===== config.mk =====
export PLATFORM = sky130hd
export DESIGN_NAME = pcg32_bounded_generator_core
export DESIGN_NICKNAME = d
export VERILOG_FILES = /design/src/sv/pcg_pkg.sv /design/src/sv/pcg_divider.sv /design/src/sv/pcg_front.sv /design/src/sv/pcg_engine.sv /design/src/sv/pcg32_bounded_generator_core.sv
export SDC_FILE = /design/constraint.sdc
export NUM_CORES = 2
export LEC_CHECK = 0
export BUFFER_PORTS_ARGS = -buffer_cell sky130_fd_sc_hd__buf_2
export CORE_UTILIZATION = 40
export CTS_CLUSTER_SIZE = 24
export DETAILED_ROUTE_END_ITERATION = 10
export PLACE_DENSITY_LB_ADDON = 0.15
export SLEW_MARGIN = 20
export SYNTH_ARGS = -nofsm -noshare
export SYNTH_HDL_FRONTEND = slang
export SYNTH_SLANG_ARGS = --single-unit
export TNS_END_PERCENT = 5

===== constraint.sdc =====
create_clock -name clk -period 11.8 [get_ports clk]
set_clock_uncertainty 0.1 [all_clocks]
set_input_delay 1.18 -clock clk [delete_from_list [all_inputs] [get_ports clk]]
set_output_delay 1.18 -clock clk [all_outputs]
set_load 0.01 [all_outputs]

===== src/sv/pcg_pkg.sv =====
// ----------------------------------------------------------------------------
// pcg_pkg
// Shared constants and the output function for the PCG32 bounded generator.
// ----------------------------------------------------------------------------
package pcg_pkg;

    localparam int unsigned VAL_W = 32;
    localparam int unsigned ST_W  = 64;
    localparam int unsigned CFG_W = 64;
    localparam int unsigned SEQ_W = 63;

    localparam logic [ST_W-1:0] LCG_MULT      = 64'd6364136223846793005;
    localparam logic [ST_W-1:0] DEFAULT_STATE = 64'h853c49e6748fea9b;
    localparam logic [ST_W-1:0] DEFAULT_INC   = 64'hda3e39cb94b95bdb;

    // Register indexes of the configuration port.
    localparam logic REG_SEED_STATE    = 1'b0;
    localparam logic REG_SEED_SEQUENCE = 1'b1;

    // XSH-RR output permutation applied to the old state.
    function automatic logic [VAL_W-1:0] pcg_output(input logic [ST_W-1:0] old);
        logic [ST_W-1:0]  mix;
        logic [VAL_W-1:0] xs;
        logic [4:0]       rot;
        mix = ((old >> 18) ^ old) >> 27;
        xs  = mix[VAL_W-1:0];
        rot = old[63:59];
        return (xs >> rot) | (xs << ((6'd32 - {1'b0, rot}) & 6'd31));
    endfunction

endpackage


===== src/sv/pcg_divider.sv =====
// ----------------------------------------------------------------------------
// pcg_divider
// Iterative 32-bit unsigned remainder unit, one quotient bit per cycle.
// ----------------------------------------------------------------------------
module pcg_divider
    import pcg_pkg::*;
(
    input  logic             clk,
    input  logic             rst_n,
    input  logic             start,
    input  logic [VAL_W-1:0] dividend,
    input  logic [VAL_W-1:0] divisor,
    output logic             done,
    output logic [VAL_W-1:0] remainder
);

    logic [VAL_W-1:0] rem_reg, rem_next;
    logic [VAL_W-1:0] num_reg, num_next;
    logic [VAL_W-1:0] den_reg, den_next;
    logic [5:0]       cnt_reg, cnt_next;
    logic             busy_reg, busy_next;
    logic             done_reg, done_next;
    logic [VAL_W:0]   trial;
    logic [VAL_W:0]   diff;

    // One restoring step per cycle.
    always_comb
    begin
        rem_next  = rem_reg;
        num_next  = num_reg;
        den_next  = den_reg;
        cnt_next  = cnt_reg;
        busy_next = busy_reg;
        done_next = 1'b0;
        trial     = {rem_reg, num_reg[VAL_W-1]};
        diff      = trial - {1'b0, den_reg};
        if (start)
        begin
            rem_next  = '0;
            num_next  = dividend;
            den_next  = divisor;
            cnt_next  = 6'(VAL_W);
            busy_next = 1'b1;
        end
        else if (busy_reg)
        begin
            if (!diff[VAL_W])
                rem_next = diff[VAL_W-1:0];
            else
                rem_next = trial[VAL_W-1:0];
            num_next = {num_reg[VAL_W-2:0], 1'b0};
            cnt_next = cnt_reg - 6'd1;
            if (cnt_reg == 6'd1)
            begin
                busy_next = 1'b0;
                done_next = 1'b1;
            end
        end
    end

    always_ff @(posedge clk or negedge rst_n)
    begin
        if (!rst_n)
        begin
            cnt_reg  <= '0;
            busy_reg <= 1'b0;
            done_reg <= 1'b0;
        end
        else
        begin
            cnt_reg  <= cnt_next;
            busy_reg <= busy_next;
            done_reg <= done_next;
        end
    end

    always_ff @(posedge clk)
    begin
        rem_reg <= rem_next;
        num_reg <= num_next;
        den_reg <= den_next;
    end

    assign done      = done_reg;
    assign remainder = rem_reg;

endmodule


===== src/sv/pcg_front.sv =====
// ----------------------------------------------------------------------------
// pcg_front
// Input side: holds one bound and forwards it to the draw engine.
// ----------------------------------------------------------------------------
module pcg_front
    import pcg_pkg::*;
(
    input  logic             clk,
    input  logic             rst_n,
    input  logic             push,
    output logic             full,
    input  logic [VAL_W-1:0] bound,
    output logic             req_valid,
    output logic [VAL_W-1:0] req_bound,
    input  logic             req_take
);

    logic             vld_reg, vld_next;
    logic [VAL_W-1:0] bnd_reg;

    // A single-entry queue between the port and the engine.
    always_comb
    begin
        vld_next = vld_reg;
        if (req_take)
            vld_next = 1'b0;
        if (push && !full)
            vld_next = 1'b1;
    end

    always_ff @(posedge clk or negedge rst_n)
    begin
        if (!rst_n)
            vld_reg <= 1'b0;
        else
            vld_reg <= vld_next;
    end

    always_ff @(posedge clk)
    begin
        if (push && !full)
            bnd_reg <= bound;
    end

    assign full      = vld_reg;
    assign req_valid = vld_reg;
    assign req_bound = bnd_reg;

endmodule


===== src/sv/pcg_engine.sv =====
// ----------------------------------------------------------------------------
// pcg_engine
// Back end: LCG stepping, seeding, rejection sampling and the result register.
// ----------------------------------------------------------------------------
module pcg_engine
    import pcg_pkg::*;
(
    input  logic             clk,
    input  logic             rst_n,
    input  logic             cfg_we,
    input  logic             cfg_idx,
    input  logic             cfg_valid_idx,
    input  logic [CFG_W-1:0] cfg_data,
    input  logic             req_valid,
    input  logic [VAL_W-1:0] req_bound,
    output logic             req_take,
    output logic             empty,
    input  logic             pop,
    output logic [VAL_W-1:0] value
);

    localparam logic [3:0] S_IDLE   = 4'd0;
    localparam logic [3:0] S_THR    = 4'd1;
    localparam logic [3:0] S_DRAW   = 4'd2;
    localparam logic [3:0] S_MUL    = 4'd3;
    localparam logic [3:0] S_CHECK  = 4'd4;
    localparam logic [3:0] S_MOD    = 4'd5;
    localparam logic [3:0] S_OUT    = 4'd6;
    localparam logic [3:0] S_SEED1  = 4'd7;
    localparam logic [3:0] S_SEED2  = 4'd8;
    localparam logic [3:0] S_SEED3  = 4'd9;
    localparam logic [3:0] S_SEED4  = 4'd10;

    logic [3:0]       st_reg, st_next;
    logic [ST_W-1:0]  state_reg, state_next;
    logic [ST_W-1:0]  inc_reg, inc_next;
    logic [ST_W-1:0]  sst_reg, sst_next;
    logic [SEQ_W-1:0] sseq_reg, sseq_next;
    logic [ST_W-1:0]  prod_reg, prod_next;
    logic [VAL_W-1:0] bnd_reg, bnd_next;
    logic [VAL_W-1:0] thr_reg, thr_next;
    logic [VAL_W-1:0] r_reg, r_next;
    logic [VAL_W-1:0] out_reg, out_next;
    logic             full_reg, full_next;
    logic             div_start;
    logic [VAL_W-1:0] div_a, div_b;
    logic             div_done;
    logic [VAL_W-1:0] div_rem;
    logic [ST_W-1:0]  prod_lo, prod_mid;

    pcg_divider u_div (
        .clk       (clk),
        .rst_n     (rst_n),
        .start     (div_start),
        .dividend  (div_a),
        .divisor   (div_b),
        .done      (div_done),
        .remainder (div_rem)
    );

    // Low 64 bits of the product from three 32x32 partials.
    assign prod_lo  = state_reg[31:0] * LCG_MULT[31:0];
    assign prod_mid = {(state_reg[63:32] * LCG_MULT[31:0]
                      + state_reg[31:0] * LCG_MULT[63:32]), 32'd0};

    // Sequencer for draws, seeding and the output slot.
    always_comb
    begin
        st_next    = st_reg;
        state_next = state_reg;
        inc_next   = inc_reg;
        sst_next   = sst_reg;
        sseq_next  = sseq_reg;
        prod_next  = prod_reg;
        bnd_next   = bnd_reg;
        thr_next   = thr_reg;
        r_next     = r_reg;
        out_next   = out_reg;
        full_next  = full_reg;
        req_take   = 1'b0;
        div_start  = 1'b0;
        div_a      = 32'd0 - bnd_reg;
        div_b      = bnd_reg;
        if (pop && full_reg)
            full_next = 1'b0;
        if (cfg_we && cfg_valid_idx)
        begin
            if (cfg_idx == REG_SEED_STATE)
                sst_next = cfg_data;
            else
                sseq_next = cfg_data[SEQ_W-1:0];
            st_next = S_SEED1;
        end
        else
        begin
            unique case (st_reg)
                S_IDLE:
                begin
                    if (req_valid && !full_reg)
                    begin
                        req_take = 1'b1;
                        bnd_next = req_bound;
                        st_next  = (req_bound == '0) ? S_DRAW : S_THR;
                        if (req_bound != '0)
                        begin
                            div_start = 1'b1;
                            div_a     = 32'd0 - req_bound;
                            div_b     = req_bound;
                        end
                    end
                end
                S_THR:
                begin
                    if (div_done)
                    begin
                        thr_next = div_rem;
                        st_next  = S_DRAW;
                    end
                end
                S_DRAW:
                begin
                    r_next    = pcg_output(state_reg);
                    prod_next = prod_lo + prod_mid;
                    st_next   = S_MUL;
                end
                S_MUL:
                begin
                    state_next = prod_reg + inc_reg;
                    st_next    = S_CHECK;
                end
                S_CHECK:
                begin
                    if (bnd_reg == '0)
                    begin
                        out_next  = r_reg;
                        st_next   = S_OUT;
                    end
                    else if (r_reg < thr_reg)
                        st_next = S_DRAW;
                    else
                    begin
                        div_start = 1'b1;
                        div_a     = r_reg;
                        st_next   = S_MOD;
                    end
                end
                S_MOD:
                begin
                    if (div_done)
                    begin
                        out_next = div_rem;
                        st_next  = S_OUT;
                    end
                end
                S_OUT:
                begin
                    if (!full_reg)
                    begin
                        full_next = 1'b1;
                        st_next   = S_IDLE;
                    end
                end
                S_SEED1:
                begin
                    state_next = '0;
                    inc_next   = {sseq_reg, 1'b1};
                    prod_next  = '0;
                    st_next    = S_SEED2;
                end
                S_SEED2:
                begin
                    state_next = prod_reg + inc_reg + sst_reg;
                    st_next    = S_SEED3;
                end
                S_SEED3:
                begin
                    prod_next = prod_lo + prod_mid;
                    st_next   = S_SEED4;
                end
                S_SEED4:
                begin
                    state_next = prod_reg + inc_reg;
                    st_next    = S_IDLE;
                end
                default:
                    st_next = S_IDLE;
            endcase
        end
    end

    always_ff @(posedge clk or negedge rst_n)
    begin
        if (!rst_n)
        begin
            st_reg    <= S_IDLE;
            full_reg  <= 1'b0;
            state_reg <= DEFAULT_STATE;
            inc_reg   <= DEFAULT_INC;
            sst_reg   <= '0;
            sseq_reg  <= '0;
        end
        else
        begin
            st_reg    <= st_next;
            full_reg  <= full_next;
            state_reg <= state_next;
            inc_reg   <= inc_next;
            sst_reg   <= sst_next;
            sseq_reg  <= sseq_next;
        end
    end

    always_ff @(posedge clk)
    begin
        prod_reg <= prod_next;
        bnd_reg  <= bnd_next;
        thr_reg  <= thr_next;
        r_reg    <= r_next;
        out_reg  <= out_next;
    end

    assign empty = !full_reg;
    assign value = out_reg;

endmodule


===== src/sv/pcg32_bounded_generator_core.sv =====
// ----------------------------------------------------------------------------
// pcg32_bounded_generator_core
// PCG32 (XSH-RR) generator: one value per request, below the bound if nonzero.
// ----------------------------------------------------------------------------
// Usage: a bound is transferred in by push while full is low. One value is
// returned per bound on value while empty is low; pop takes it. A bound of
// zero gives a raw 32-bit draw. Otherwise draws below (2^32 - bound) mod
// bound are rejected and the first accepted draw is reduced modulo bound.
// Steps: the threshold remainder from the divider, then per draw the
// S_DRAW, S_MUL and S_CHECK states, then the final remainder from the
// divider and the output step. A raw request skips both remainders; the
// shared bit-serial divider serves the two remainders.
// A single-entry queue in front lets the next bound be transferred in while
// the current one is worked on; the result register holds a value while the
// receiver stalls, and the engine waits for it to be popped.
// Reset loads the default state and increment and clears both seed
// registers. A write to either seed register reseeds via S_SEED1-S_SEED4;
// writes must go only while the block is idle; the block does not enforce it.
// ----------------------------------------------------------------------------
module pcg32_bounded_generator_core
    import pcg_pkg::*;
(
    input  logic             clk,
    input  logic             rst_n,
    input  logic             cfg_we,
    input  logic             cfg_idx,
    input  logic [CFG_W-1:0] cfg_data,
    input  logic             push,
    output logic             full,
    input  logic [VAL_W-1:0] bound,
    input  logic             pop,
    output logic             empty,
    output logic [VAL_W-1:0] value
);

    logic             req_valid;
    logic [VAL_W-1:0] req_bound;
    logic             req_take;

    pcg_front u_front (
        .clk       (clk),
        .rst_n     (rst_n),
        .push      (push),
        .full      (full),
        .bound     (bound),
        .req_valid (req_valid),
        .req_bound (req_bound),
        .req_take  (req_take)
    );

    pcg_engine u_engine (
        .clk           (clk),
        .rst_n         (rst_n),
        .cfg_we        (cfg_we),
        .cfg_idx       (cfg_idx),
        .cfg_valid_idx (1'b1),
        .cfg_data      (cfg_data),
        .req_valid     (req_valid),
        .req_bound     (req_bound),
        .req_take      (req_take),
        .empty         (empty),
        .pop           (pop),
        .value         (value)
    );

    // A taken request always came from a full queue slot.
    a_take_valid: assert property (@(posedge clk) disable iff (!rst_n)
        req_take |-> req_valid)
        else $error("request taken from an empty slot");

    // A waiting result is held until it is popped.
    a_out_hold: assert property (@(posedge clk) disable iff (!rst_n)
        (!empty && !pop) |=> (!empty && $stable(value)))
        else $error("waiting result changed");

endmodule

==> flow_results.xml <==
<?xml version="1.0" encoding="UTF-8"?>
<metrics>
  <group name="timing">
    <metric name="final.setup.tns" unit="ps">0</metric>
    <metric name="maxSlewHeadroom" unit="">0.192</metric>
    <metric name="setup-violations-final" unit="">0</metric>
    <metric name="rsz_0062_raised_after_global_routing" unit="">no</metric>
    <metric name="final_hold_fails" unit="">0</metric>
    <metric name="timing.final.crit_share" unit="">0.955</metric>
    <metric name="setup_ws" unit="ps">529</metric>
    <metric name="fmax_achieved" unit="MHz">88.7</metric>
    <metric name="period_needed" unit="ps">11270</metric>
    <metric name="worst_slew_pin_slew" unit="ps">1210</metric>
    <metric name="drv_slew" unit="">0</metric>
    <metric name="hold_ws" unit="ps">322</metric>
  </group>
  <group name="floorplan">
    <metric name="die_y" unit="um">425</metric>
    <metric name="width_of_the_die" unit="um">425</metric>
    <metric name="rows" unit="">154</metric>
    <metric name="core-area" unit="um2">177000</metric>
    <metric name="initial_utilization" unit="">0.405</metric>
    <metric name="die_area" unit="um2">181000</metric>
    <metric name="design.portCount" unit="">136</metric>
  </group>
  <group name="synthesis">
    <metric name="synthArstFlopShare" unit="">0.456</metric>
    <metric name="synthMuxAreaShare" unit="">0.0562</metric>
    <metric name="synth_fp_nets" unit="">8945</metric>
    <metric name="post_synth_fa_ha_maj_area_fraction" unit="">0.407</metric>
    <metric name="ys_seq_elements" unit="">588</metric>
    <metric name="simple_gate_share_of_the_synthesized_area" unit="">0.0701</metric>
    <metric name="synth.lib_cells_used.distinct" unit="">91</metric>
    <metric name="synth_edf_count" unit="">288</metric>
    <metric name="ys.flop_type" unit="">edfxtp_1</metric>
    <metric name="postSynthCellCount" unit="">7038</metric>
    <metric name="synth-seq-area-share" unit="">0.224</metric>
    <metric name="synth.cell_area" unit="um2">71700</metric>
    <metric name="synth_compound_gate_area_share" unit="">0.112</metric>
    <metric name="dominant_combinational_cell_family_by_area_after_synthesis" unit="">adder cells</metric>
    <metric name="synth_area_per_cell" unit="um2">10.2</metric>
    <metric name="ys_warn_count" unit="">0</metric>
    <metric name="synth_xor_area_frac" unit="">0.0460</metric>
  </group>
  <group name="detailed_routing">
    <metric name="routedWlPerCell" unit="um">27.3</metric>
    <metric name="route.detailed.drc" unit="">0</metric>
    <metric name="drtIter0Drc" unit="">4117</metric>
    <metric name="drt_wl_total" unit="mm">261</metric>
    <metric name="post_drt_via_cell_ratio" unit="">5.53</metric>
    <metric name="drt_first_pass_iters" unit="">6</metric>
    <metric name="final_antenna_net_count" unit="">0</metric>
    <metric name="detailroute.via_count" unit="">52900</metric>
  </group>
  <group name="setup_path">
    <metric name="reg2reg_setup_slack" unit="ps">530</metric>
    <metric name="r2r-start" unit="">u_engine.state_reg[37]</metric>
    <metric name="crit_family" unit="">adder cells</metric>
    <metric name="path_buf_inv" unit="">6</metric>
    <metric name="critPathMaxFanout" unit="">13</metric>
    <metric name="critical_path.startpoint_type" unit="">flip-flop</metric>
    <metric name="regToRegEndpoint" unit="">u_engine.prod_reg[62]</metric>
    <metric name="critPathCaptureType" unit="">flip-flop</metric>
    <metric name="worst_ep_required_time" unit="ps">12150</metric>
    <metric name="standard_cell_with_the_maximum_stage_delay_on_the_critical_path" unit="">dfstp_4</metric>
    <metric name="cp_slowest_stage_delay" unit="ps">740</metric>
    <metric name="cp_data_arrival_time" unit="ps">11620</metric>
    <metric name="timing.reg2reg.worst_path_depth" unit="">38</metric>
    <metric name="critical_path_class" unit="">reg -&gt; reg</metric>
  </group>
  <group name="placed_design">
    <metric name="detailed_place_hpwl" unit="mm">221</metric>
    <metric name="placement.setup.worst_slack" unit="ps">381</metric>
    <metric name="gpl.final_weighted_congestion" unit="">0.994</metric>
    <metric name="port-buffer-count" unit="">135</metric>
    <metric name="placed_cell_area" unit="um2">75600</metric>
  </group>
  <group name="cells_and_area">
    <metric name="nets_finish" unit="">9067</metric>
    <metric name="diodes" unit="">0</metric>
    <metric name="layout-drive-gt1-share" unit="">0.114</metric>
    <metric name="postLayoutCellArea" unit="um2">78200</metric>
    <metric name="fillers" unit="">17100</metric>
    <metric name="syn2layout_area_growth" unit="%">9.15</metric>
    <metric name="final_cell_mix" unit="">inv_1 (1381), ha_1 (926), fa_1 (879), a21oi_1 (366), nor2_1 (347)</metric>
    <metric name="layout.cells.most_common" unit="">inv_1</metric>
  </group>
  <group name="global_route">
    <metric name="antenna_found_initial" unit="">7</metric>
    <metric name="grt_use_total" unit="">0.293</metric>
    <metric name="overflow" unit="">0</metric>
    <metric name="first_global_vias" unit="">55400</metric>
    <metric name="pin_count_of_the_biggest_net_entering_global_routing" unit="">70</metric>
    <metric name="wire_length_of_the_first_global_routing_pass" unit="mm">384</metric>
  </group>
  <group name="cts">
    <metric name="tritoncts_num_sinks" unit="">588</metric>
    <metric name="clockBufferDepth" unit="">3</metric>
    <metric name="ctsHtreeMaxLevel" unit="">3</metric>
    <metric name="cts.clk_slew.worst_paths" unit="ps">60</metric>
    <metric name="clock_latency_on_the_worst_skew_pair" unit="ps">730</metric>
    <metric name="cts_setup_buffers" unit="">0</metric>
    <metric name="tritoncts_buffer_count" unit="">75</metric>
    <metric name="cts_root_buffer" unit="">clkbuf_16</metric>
    <metric name="cts_tree" unit="">built</metric>
  </group>
  <group name="run_status">
    <metric name="outcome" unit="">finished clean</metric>
  </group>
  <group name="flow_run">
    <metric name="cap_viol_max_count" unit="">0</metric>
  </group>
  <group name="hold_path">
    <metric name="worst_hold_path_type" unit="">in -&gt; async</metric>
  </group>
</metrics>
==> layout make-up <==
cell class,instances,area (um2),share of cell area
timing repair buffer,258,1630,0.0209
inverter,1386,5200,0.0665
clock inverter,41,433,0.00553
sequential,588,16100,0.206
tap,2340,2930,0.0374
clock buffer,99,2110,0.0270
multi-input combinational,4851,49800,0.637
==> worst max path at each step <==
stage | start | endpoint | slack (ps) | cells after the start
after global routing | u_engine.state_reg[36] | u_engine.prod_reg[63] | 40 | 41
after global placement | u_engine.state_reg[35] | u_engine.prod_reg[63] | 390 | 40
after floorplan | u_engine.state_reg[37] | u_engine.prod_reg[62] | 1490 | 38
after detailed placement | u_engine.state_reg[35] | u_engine.prod_reg[63] | 380 | 40
after CTS | u_engine.state_reg[35] | u_engine.prod_reg[63] | 330 | 40
final | u_engine.state_reg[37] | u_engine.prod_reg[62] | 530 | 38
==> cells in the mapped netlist (all sizes together) (26+ instances only) <==
cell type	instances	area share
nor3	63	0.0046
xor2	123	0.015
nor2	349	0.018
a21oi	366	0.026
xnor2	253	0.031
nor2b	44	0.0038
o21a	36	0.0038
mux2	260	0.041
fa	879	0.25
buf	31	0.0022
ha	926	0.16
o21bai	39	0.0042
nand3	68	0.0047
and3	38	0.0033
nand2b	35	0.0031
dfstp	71	0.026
edfxtp	288	0.12
o31ai	27	0.0028
clkbuf	182	0.0096
nand2	331	0.017
a221oi	78	0.0096
a31oi	46	0.0040
inv	1384	0.072
o21ai	258	0.018
a211oi	44	0.0058
nand4	48	0.0042
dfrtp	197	0.069
a21o	163	0.017
o211ai	26	0.0027
mux2i	76	0.011
dfxtp	32	0.0089
==> through the flow <==
stage | instances | util
global route | 9563 | 0.442
CTS | 9562 | 0.441
global placement | 9421 | 0.427
floorplan | 7038 | -
detailed placement | 9422 | 0.427
finish | 9563 | 0.442
==> cell families (layout without fill, tap and decap cells) <==
kind of cell | count (synthesis) | in the layout
AOI/OAI and AO/OA | 1231 | 1231
xor gates and xnor gates | 376 | 376
adders and majority gates | 1805 | 1805
buffers and inverters | 1599 | 1784
DFF | 588 | 588
muxes | 351 | 351
and+or+nand+nor | 1088 | 1088
==> repair_timing <==
action	4_1_cts	5_1_grt
endpoints found under the setup margin	0	3
resized for setup	0	14
endpoints found under the hold margin	0	0
hold buffers	0	0
==> worst register-to-register path: cells and delay by family (launching register included) <==
kind                     cells  cell delay [ps]
flip-flops                   1              740
AND/OR/NAND/NOR              3              490
buffers and inverters        6              320
AO/OA/AOI/OAI               12             2620
adder cells (fa/ha/maj)     16             6500
XOR/XNOR                     1              250
==> routing by layer <==
metal,share of wire,vias up,global-route usage
li1,-,23800,-
met1,0.44,27100,0.401
met2,0.46,1664,0.472
met3,0.060,344,0.0456
met4,0.037,4,0.0956
met5,0.000080,-,0
Power is left out: the tool's default activity adds up to more than one toggle a clock period on the data nets, which glitch-free logic cannot reach.
